## src/sv/plm_pkg.sv

```systemverilog
package plm_pkg;

	localparam int CharW = 8;
	localparam int NumW  = 17;
	localparam int PortW = 16;
	localparam int ProdW = NumW + 4;

	localparam logic [CharW-1:0] CHAR_COMMA = 8'd44;
	localparam logic [CharW-1:0] CHAR_DASH  = 8'd45;
	localparam logic [CharW-1:0] CHAR_SPACE = 8'd32;
	localparam logic [CharW-1:0] CHAR_TAB   = 8'd9;
	localparam logic [CharW-1:0] CHAR_CR    = 8'd13;
	localparam logic [CharW-1:0] CHAR_ZERO  = 8'd48;
	localparam logic [CharW-1:0] CHAR_NINE  = 8'd57;

	localparam logic [NumW-1:0]  NUM_SAT  = 17'd65536;
	localparam logic [PortW-1:0] PORT_MAX = 16'hffff;

	typedef struct packed {
		logic [NumW-1:0] num;
		logic            started;
		logic            done;
	} plm_num_t;

	typedef struct packed {
		logic go;
		logic last;
	} plm_step_t;

	function automatic plm_num_t feed_number(logic [CharW-1:0] c, plm_num_t cur);
		plm_num_t          nxt;
		logic [ProdW-1:0]  prod;
		logic              blank;
		logic              digit;
		nxt   = cur;
		blank = (c == CHAR_SPACE) || ((c >= CHAR_TAB) && (c <= CHAR_CR));
		digit = (c >= CHAR_ZERO) && (c <= CHAR_NINE);
		// times ten as two shifts, plus the digit from the low nibble
		prod  = {1'b0, cur.num, 3'b000} + {3'b000, cur.num, 1'b0}
			+ {{(ProdW-4){1'b0}}, c[3:0]};
		if (!cur.done && !(!cur.started && blank)) begin
			if (digit) begin
				nxt.started = 1'b1;
				nxt.num = (prod > {{(ProdW-NumW){1'b0}}, NUM_SAT}) ? NUM_SAT
					: prod[NumW-1:0];
			end else begin
				nxt.done = 1'b1;
			end
		end
		return nxt;
	endfunction

	function automatic logic [PortW-1:0] clamp_port(logic [NumW-1:0] n);
		return n[NumW-1] ? PORT_MAX : n[PortW-1:0];
	endfunction

endpackage

```

## src/sv/plm_parse.sv

```systemverilog
module plm_parse (
	input  logic                  clk,
	input  logic                  arst_n,
	input  plm_pkg::plm_step_t    step,
	input  logic [7:0]            list_char,
	input  logic [15:0]           query_port,
	output logic                  port_listed
);
	import plm_pkg::*;

	plm_num_t first_q, second_q;
	logic     seen_dash_q, match_found_q;

	plm_num_t first_n, second_n;
	logic     seen_dash_n, match_found_n;
	logic     hit_now, hit_after;

	function automatic logic entry_hit(plm_num_t f, plm_num_t s, logic dash,
		logic [PortW-1:0] q);
		logic [PortW-1:0] a;
		logic [PortW-1:0] b;
		a = clamp_port(f.num);
		b = clamp_port(s.num);
		if (!dash)
			return f.num == {1'b0, q};
		// either order of bounds
		return ((q >= a) && (q <= b)) || ((q >= b) && (q <= a));
	endfunction

	always_comb begin
		first_n       = first_q;
		second_n      = second_q;
		seen_dash_n   = seen_dash_q;
		match_found_n = match_found_q;
		hit_now       = entry_hit(first_q, second_q, seen_dash_q, query_port);
		if (!match_found_q) begin
			if (list_char == CHAR_COMMA) begin
				if (hit_now)
					match_found_n = 1'b1;
				first_n     = '0;
				second_n    = '0;
				seen_dash_n = 1'b0;
			end else if ((list_char == CHAR_DASH) && !seen_dash_q) begin
				seen_dash_n = 1'b1;
			end else if (seen_dash_q) begin
				second_n = feed_number(list_char, second_q);
			end else begin
				first_n = feed_number(list_char, first_q);
			end
		end
		hit_after   = entry_hit(first_n, second_n, seen_dash_n, query_port);
		port_listed = match_found_n || ((list_char != CHAR_COMMA) && hit_after);
	end

	always_ff @(posedge clk or negedge arst_n) begin
		if (!arst_n) begin
			first_q       <= '0;
			second_q      <= '0;
			seen_dash_q   <= 1'b0;
			match_found_q <= 1'b0;
		end else if (step.go) begin
			if (step.last) begin
				first_q       <= '0;
				second_q      <= '0;
				seen_dash_q   <= 1'b0;
				match_found_q <= 1'b0;
			end else begin
				first_q       <= first_n;
				second_q      <= second_n;
				seen_dash_q   <= seen_dash_n;
				match_found_q <= match_found_n;
			end
		end
	end

endmodule

```

## src/sv/port_list_matcher_top.sv

```systemverilog
// Port list matcher: takes a comma separated list of ports and port ranges
// (for example "22, 80-443,8080") one ASCII character per request, with
// last_char set on the final character, and returns one request carrying
// port_listed for each list, telling whether query_port is covered. Numbers
// are read like atoi (leading blanks skipped, digits up to the first other
// character, empty means 0); range bounds may be swapped. A character is
// taken every cycle while list_stall is low: it is held in an input register,
// the entry state is updated by one multiply-by-ten add and the range
// compares, and the answer for the final character is written into the
// output register. Only a final character waits in the input
// register, while an earlier answer is still held, and that stalls the
// input. Write query_port over the APB port at address 0 only while no
// list is in flight.
module port_list_matcher_top (
	input  logic        clk,
	input  logic        arst_n,
	input  logic [7:0]  list_char,
	input  logic        last_char,
	input  logic        list_valid,
	output logic        list_stall,
	output logic        port_listed,
	output logic        result_valid,
	input  logic        result_stall,
	input  logic        psel,
	input  logic        penable,
	input  logic        pwrite,
	input  logic [2:0]  paddr,
	input  logic [31:0] pwdata,
	output logic [31:0] prdata,
	output logic        pready
);
	import plm_pkg::*;

	logic [PortW-1:0] query_port_q;
	logic [CharW-1:0] char_s1;
	logic             last_s1;
	logic             valid_s1;
	logic             listed_s2;
	logic             valid_s2;
	logic             listed_n;
	logic             proc;
	logic             take;
	plm_step_t        step;

	// apb register
	assign pready = 1'b1;
	assign prdata = paddr[2] ? 32'd0 : {{(32-PortW){1'b0}}, query_port_q};

	always_ff @(posedge clk or negedge arst_n) begin
		if (!arst_n) begin
			query_port_q <= '0;
		end else if (psel && penable && pwrite && pready && !paddr[2]) begin
			query_port_q <= pwdata[PortW-1:0];
		end
	end

	// a character with a result waits only while the output is full and held
	assign proc       = valid_s1 && (!last_s1 || !valid_s2 || !result_stall);
	assign list_stall = valid_s1 && !proc;
	assign take       = list_valid && !list_stall;
	assign step       = '{go: proc, last: last_s1};

	always_ff @(posedge clk or negedge arst_n) begin
		if (!arst_n) begin
			valid_s1 <= 1'b0;
		end else if (take) begin
			valid_s1 <= 1'b1;
		end else if (proc) begin
			valid_s1 <= 1'b0;
		end
	end

	always_ff @(posedge clk) begin
		if (take) begin
			char_s1 <= list_char;
			last_s1 <= last_char;
		end
	end

	plm_parse u_parse (
		.clk         (clk),
		.arst_n      (arst_n),
		.step        (step),
		.list_char   (char_s1),
		.query_port  (query_port_q),
		.port_listed (listed_n)
	);

	always_ff @(posedge clk or negedge arst_n) begin
		if (!arst_n) begin
			valid_s2 <= 1'b0;
		end else if (proc && last_s1) begin
			valid_s2 <= 1'b1;
		end else if (!result_stall) begin
			valid_s2 <= 1'b0;
		end
	end

	always_ff @(posedge clk) begin
		if (proc && last_s1) begin
			listed_s2 <= listed_n;
		end
	end

	assign port_listed  = listed_s2;
	assign result_valid = valid_s2;

endmodule

```

## config.mk

```make
export PLATFORM = sky130hd
export DESIGN_NAME = port_list_matcher_top
export DESIGN_NICKNAME = d
export VERILOG_FILES = /design/src/sv/plm_pkg.sv /design/src/sv/plm_parse.sv /design/src/sv/port_list_matcher_top.sv
export SDC_FILE = /design/constraint.sdc
export NUM_CORES = 1
export LEC_CHECK = 0
export BUFFER_PORTS_ARGS = -buffer_cell sky130_fd_sc_hd__buf_4
export CORE_AREA = 2 2 140 142
export DETAILED_ROUTE_END_ITERATION = 6
export DIE_AREA = 0 0 142 144
export GPL_TIMING_DRIVEN = 0
export PLACE_DENSITY = 0.68
export SETUP_SLACK_MARGIN = 0.2
export SYNTH_ARGS = -nofsm -noshare
export SYNTH_HDL_FRONTEND = slang
export SYNTH_SLANG_ARGS = --single-unit
```

## constraint.sdc

```tcl
create_clock -name clk -period 6.7 [get_ports clk]
set_input_delay 0.335 -clock clk [delete_from_list [all_inputs] [get_ports clk]]
set_output_delay 0.335 -clock clk [all_outputs]
set_load 0.05 [all_outputs]
```

==> metrics.md, run 1 <==
| Metric | Value |
|---|---|
| Outcome | complete, no violations |
| GRT Total Usage | between 20% and 30% |
| Pleak | 4.71 nW |
| VDD IR-drop max | 0.132 mV |
| Final instance area | 10,200 um2 |
| Worst min path class | input port to async pin |
| Post-CTS Hold Buffers | 0 |
| Post-DP HPWL | 21.2 mm |
| Startpoint types | flip-flop |
| Die height | around 140 um |
| CTS Buf Count | 9 |
| Initial DRC Count | 753 |
| IO buf count | 51 |
| Most frequent cells in the layout | 129 x ha_1, 105 x buf_4, 83 x nand2_1 |
| Synthesized area per cell | around 8.4 um2 |
| Hold violation count in the final report | 0 |
| Area growth syn-to-layout | 21.4% |
| Max-cap violations | 0 |
| Post-route clock period utilization | between 90% and 100% |
| Insertion delay to the later sink of the worst-skew pair | 350 ps |
| Final hold slack | 66.7 ps |
| Count of non-filler cells in the finished layout | 1,354 |
| Ys async rst share | 85.3% |
| Max Freq | ~0.16 GHz |
| Worst-margin pin slew | 1040 ps |
| Post-route DRC violation count | 0 |
| Count of pins over their slew limit | 0 |
| Crit path max-delay cell type | fa_1 |
| Die area | roughly 20,000 um2 |
| Gpl congestion | a little under 1 |
| Sequential fraction of the synthesis area | a little over a fifth |
| Row count | 51 |
| Sink Count | 68 |
| #FFs+latches synth | 68 |
| Initial Utilization | 43.9% |
| Worst slew margin | 28.5% |
| Commonest non-fill, non-tap cell in the layout | ha_1 |
| Post-route ant nets | 0 |
| Inst Count DP | 1,305 |
| Worst Path Required | just under 7000 ps |
| Global-route wire length before repair | 42.7 mm |
| Critical Path End Type | flip-flop |
| Final Critical Period | between 6000 and 7000 ps |
| CTS tree | built |
| CP dominant cell by count | a21o_1 |
| Post-Place Cell Area | 9100 um2 |
| N_diodes | 0 |
| Ys Warns | 0 |
| Clock transition at the registers of the reported paths | 70 ps |
| Post-layout nets | 1,298 |
| RSZ-0062 raised after global routing | yes |
| H-tree Lvls | 3 |
| Clk_skew | 7.57 ps |
| Cell Area, Synth | 8370 um2 |
| CP arrival | around 6500 ps |
| CP max FO | 9 |
| Initial antenna violation count | 1 |
| Post-Syn Instances | between 1,000 and 1,500 |
| Core area | 19,100 um2 |
| CP Class | flip-flop to flip-flop |
| DR WL/cell | 20.8 um |
| Final wirelength | 28.2 mm |
| Final setup fails | 0 |
| Most used DFF post-synth | dfrtp_1 |
| CP peak stage delay | 580 ps |
| Overall Power | approximately 2.6 mW |
| Largest net degree at the start of global routing | 59 |
| Router iterations before antenna repair | 6 |
| Vias/cell | slightly above 6 |
| Setup Total Neg Slack | 0 ps |
| CP bufs+invs | 3 |
| Grt ovf | 0 |
| Top Family by Delay on Critical Path | compound AO/OA/AOI/OAI gates |
| Root Buffer | clkbuf_16 |
| Vias in the first global route | 7,662 |
| Io pins | 87 |
| Die width | 142 um |
| Max clock buf depth | 2 |
| Synth unique cells | 88 |
| Ratio of cells with drive above 1 in the final layout | 22.1% |
| Total number of vias | about 8,400 |
| Post-synth EDFFs | 10 |
| Power Density | about 250 nW/um2 |
## worst paths after layout
kind                                                         to  slack [ps]  cells after the start                            start
worst max-delay path                      port_listed$_DFFE_PP_         440                     28  u_parse.second_q[4]$_DFFE_PN0P_
worst min-delay path             u_parse.first_q[9]$_DFFE_PN0P_          70                      1                           arst_n
worst max register to register            port_listed$_DFFE_PP_         440                     28  u_parse.second_q[4]$_DFFE_PN0P_
worst min register to register  u_parse.second_q[1]$_DFFE_PN0P_         520                      2  u_parse.second_q[1]$_DFFE_PN0P_
max in group asynchronous       u_parse.second_q[3]$_DFFE_PN0P_        6020                      1                           arst_n
min in group clk                           char_s1[5]$_DFFE_PP_         150                      1                     list_char[5]
## layout make-up
class / count / area, um2
clock buffer: 9 / 225
tap: 238 / 298
clock inverter: 7 / 82.6
timing repair buffer: 84 / 631
fill: 1819 / 8920
multi-input combinational: 843 / 6640
buffer: 52 / 327
inverter: 53 / 199
sequential: 68 / 1760
## routing by layer
layer  GRT usage (%)  part of all wire, %  vias up
li1                -                    -     3986
met1            36.4                   44     4028
met2            45.2                   47      376
met3            3.15                  6.8       55
met4            7.84                  3.0        0
met5               0                    0        -
## repair_timing
| action | 4_1_cts | 5_1_grt |
|---|---|---|
| setup buffers | 12 | 21 |
| resized for setup | 28 | 93 |
| endpoints found under the hold margin | 0 | 0 |
| endpoints found under the setup margin | 1 | 1 |
| pin swaps | 7 | 29 |
## cells by family (layout without fill, tap and decap cells)
group	count (synthesis)	count (layout)	synth area share, %
adders and majority gates	136	136	20.7
DFF	68	68	20.9
xor gates and xnor gates	34	34	3.56
and+or+nand+nor	322	322	19.8
other	2	17	0.0898
AOI/OAI and AO/OA	315	315	26.5
buffers and inverters	105	205	5.97
muxes	19	19	2.53
## registers in the layout, indices dropped and copies added (netlist names)
name                   cells
char_s1                    8
last_s1                    1
port_listed                1
query_port_q              16
result_valid               1
u_parse.first_q           19
u_parse.match_found_q      1
u_parse.second_q          19
u_parse.seen_dash_q        1
valid_s1                   1
## synth_stat cells, types with 25 or more instances
master    number  area (um2)
a21o_1        30         225
a21oi_1       50         250
a221oi_1      30         263
clkbuf_1      26        97.6
dfrtp_1       58        1450
ha_1         132        1650
inv_1         52         195
nand2_1       84         315
nand4_1       25         156
nor2_1        79         297
o21ai_0       54         270
## worst reg2reg max path, delay by kind of cell, from the launching register on
family	cells	cell delay [ps]
flip-flops	1	380
adder cells (fa/ha/maj)	3	1140
XOR/XNOR	2	280
AND/OR/NAND/NOR	5	1130
AO/OA/AOI/OAI	15	2870
buffers and inverters	3	280
## report_power, final
group	switching, mW	internal (mW)	leakage (nW)
clock network	0.221	0.295	0.145
logic	0.813	0.583	3.72
registers	0.176	0.477	0.853
## through the flow
| step | setup slack [ps] | utilization [%] |
|---|---|---|
| final | 445 | 53.2 |
| after global routing | 166 | 53.2 |
| after CTS | 213 | 50.3 |
| after detailed placement | -605 | 47.7 |
| after global placement | -529 | 47.7 |
| after floorplan | 453 | - |
No activity file was read; power rests on OpenSTA's default activity.
==> run 2, diff against run 1 <==
Settings changed: PLACE_DENSITY 0.68 to 0.62.
Clock period 6.7 ns to 7.6 ns, I/O delays scaled along.
==> run 2 against run 1 <==
Power shrank 16%. Global-route usage grew 0.62 points. Clock power shrank 11%. Sequential power shrank 11%. Non-clock buffer count shrank 29. Critical path type unchanged. Largest cell class unchanged. Largest power group unchanged. Highest routed layer unchanged.
==> metrics.md, run 2 (synthesized netlist as in run 1, its figures left out) <==
| Metric | Value |
|---|---|
| Clock transition at the registers of the reported paths | 70 ps (about the same) |
| CP max FO | 10 (was 9) |
| DR WL/cell | 20.8 um (about the same) |
| Setup Total Neg Slack | 0 ps (unchanged) |
| Core area | 19,100 um2 (unchanged) |
| Largest regs | u_parse.first_q (19), u_parse.second_q (19), query_port_q (16) (unchanged) |
| Pleak | 4.47 nW (was 4.71 nW) |
| Reg2Reg Capture Point | port_listed$_DFFE_PP_ (unchanged) |
| GRT Total Usage | 27.5% (was 26.9%) |
| Root Buffer | clkbuf_16 (unchanged) |
| Post-layout nets | 1,269 (was 1,298) |
| Post-Place Cell Area | 9100 um2 (unchanged) |
| Crit path max-delay cell type | or4b_1 (was fa_1) |
| Pre-CTS WS | 128 ps (was -605 ps) |
| IO buf count | 51 (unchanged) |
| Initial antenna violation count | 0 (was 1) |
| Worst-margin pin slew | 1120 ps (was 1040 ps) |
| Outcome | complete, no violations (unchanged) |
| Max clock buf depth | 2 (unchanged) |
| Final wirelength | 27.5 mm (was 28.2 mm) |
| Count of pins over their slew limit | 0 (unchanged) |
| Sink Count | 68 (unchanged) |
| Die height | 144 um (unchanged) |
| Power Density | 228 nW/um2 (was 253 nW/um2) |
| Worst Path Required | 7780 ps (was 6890 ps) |
| Max Freq | 0.144 GHz (was 0.160 GHz) |
| CTS tree | built (unchanged) |
| Vias in the first global route | 7,828 (was 7,662) |
| Worst min path class | input port to async pin (unchanged) |
| Total number of vias | 8,186 (was 8,445) |
| Max-cap violations | 0 (unchanged) |
| Startpoint types | flip-flop (unchanged) |
| Insertion delay to the later sink of the worst-skew pair | 360 ps (was 350 ps) |
| Worst slew margin | 24.8% (was 28.5%) |
| Die width | 142 um (unchanged) |
| Final Worst Setup Slack | 678 ps (was 445 ps) |
| Final setup fails | 0 (unchanged) |
| Worst reg2reg setup slack | 680 ps (was 440 ps) |
| Post-route DRC violation count | 0 (unchanged) |
| CP peak stage delay | 490 ps (was 580 ps) |
| Area growth syn-to-layout | 13.4% (was 21.4%) |
| VDD IR-drop max | 0.114 mV (was 0.132 mV) |
| CTS Buf Count | 9 (unchanged) |
| Clk_skew | 8.84 ps (was 7.57 ps) |
| N_diodes | 0 (unchanged) |
| RSZ-0062 raised after global routing | no (was yes) |
| Most frequent cells in the layout | 132 x ha_1, 84 x nand2_1, 78 x nor2_1 (was 129 x ha_1, 105 x buf_4, 83 x nand2_1) |
| Post-route ant nets | 0 (unchanged) |
| Final Critical Period | 6920 ps (was 6260 ps) |
| Grt ovf | 0 (unchanged) |
| Die area | 20,400 um2 (unchanged) |
| Largest net degree at the start of global routing | 59 (unchanged) |
| CP arrival | 7110 ps (was 6450 ps) |
| Final instance area | 9490 um2 (was 10,200 um2) |
| Fill count | 1,915 (was 1,819) |
| Ratio of cells with drive above 1 in the final layout | 13.9% (was 22.1%) |
| Io pins | 87 (unchanged) |
| Initial Utilization | 43.9% (unchanged) |
| CP Class | flip-flop to flip-flop (unchanged) |
| Router iterations before antenna repair | 6 (unchanged) |
| Initial DRC Count | 724 (was 753) |
| Gpl congestion | 0.981 (was 0.971) |
| H-tree Lvls | 3 (unchanged) |
| Cell depth of the worst flop-to-flop path | 26 (was 28) |
| Row count | 51 (unchanged) |
| Vias/cell | 6.18 (was 6.24) |
| Hold violation count in the final report | 0 (unchanged) |
| Global-route wire length before repair | 43.4 mm (was 42.7 mm) |
| Post-route clock period utilization | 91.1% (was 93.4%) |
| Commonest non-fill, non-tap cell in the layout | ha_1 (unchanged) |
| Reg2Reg Launch Point | u_parse.first_q[4]$_DFFE_PN0P_ (was u_parse.second_q[4]$_DFFE_PN0P_) |
| Critical Path End Type | flip-flop (unchanged) |
| Post-DP HPWL | 21.6 mm (was 21.2 mm) |
## run 2: cell types whose count changed in the layout (fill, tap and decap cells not counted), moves of 4 or more
cell,previous run,this run
a221oi_1,23,30
a221oi_2,6,0
buf_4,105,74
dfrtp_1,54,58
dfrtp_2,4,0
nor2b_1,15,19
nor3_1,11,15
o21ai_0,48,53
xor2_1,14,20
xor2_2,5,0
## run 2: how the worst max path moves through the flow
stage | from | to | slack [ps] | depth (start not counted)
4_1_cts | char_s1[3]$_DFFE_PP_ | port_listed$_DFFE_PP_ | 220 | 28
3_3_place_gp | u_parse.first_q[4]$_DFFE_PN0P_ | port_listed$_DFFE_PP_ | 90 | 27
2_1_floorplan | char_s1[3]$_DFFE_PP_ | port_listed$_DFFE_PP_ | 1350 | 27
5_1_grt | char_s1[3]$_DFFE_PP_ | port_listed$_DFFE_PP_ | 220 | 27
6_report | u_parse.first_q[4]$_DFFE_PN0P_ | port_listed$_DFFE_PP_ | 680 | 26
3_5_place_dp | u_parse.first_q[4]$_DFFE_PN0P_ | port_listed$_DFFE_PP_ | 130 | 27
## run 2: stage by stage
stage / utilization [%] / std cells / total power [mW] / hold WS (ps)
detailed placement: 47.7 / 1305 / 1.69 / 495
global placement: 47.7 / 1305 / 1.67 / 490
finish: 49.7 / 1325 / 2.16 / 102
global route: 49.7 / 1325 / 2.32 / 186
floorplan: - / 1016 / 1.34 / 84.4
CTS: 49.4 / 1321 / 2.15 / 159
## run 2: critical path: cells and delay by family (launching register included)
| family | cells | cell delay (ps) |
|---|---|---|
| compound gates | 9 | 2290 |
| simple gates | 9 | 2030 |
| buf+inv | 4 | 1010 |
| fa+ha+maj | 3 | 960 |
| flops | 1 | 360 |
| xor+xnor | 1 | 90 |
## run 2: layout make-up
cell class | instances | area [um2] | area share [%]
inverters | 53 | 199 | 2.10
well taps | 238 | 298 | 3.14
clock buffers | 9 | 225 | 2.37
flip-flops and latches | 68 | 1750 | 18.5
clock inverters | 7 | 82.6 | 0.870
plain buffers | 52 | 303 | 3.19
repair buffers | 55 | 413 | 4.35
multi-input cells | 843 | 6220 | 65.5
## run 2: power breakdown
group	internal [mW]	switching, mW	total, mW	leakage, nW
logic	0.462	0.666	1.13	3.46
registers	0.420	0.158	0.578	0.859
clock network	0.260	0.197	0.457	0.145
total	1.14	1.02	2.16	4.47
## run 2: repair_timing
item | CTS | global route
hold buffers | 0 | 0
buffers inserted | 0 | 4
hold endpoints to repair | 0 | 0
setup endpoints to repair | 1 | 1
pin swaps | 0 | 1
resized for setup | 1 | 15
## run 2: routing by layer
layer	wire length [um]	vias up	track usage, %
met1	12400	3898	37.0
met3	1450	73	3.61
met2	12600	297	44.5
met5	0	-	0
li1	-	3918	-
met4	1060	0	11.6
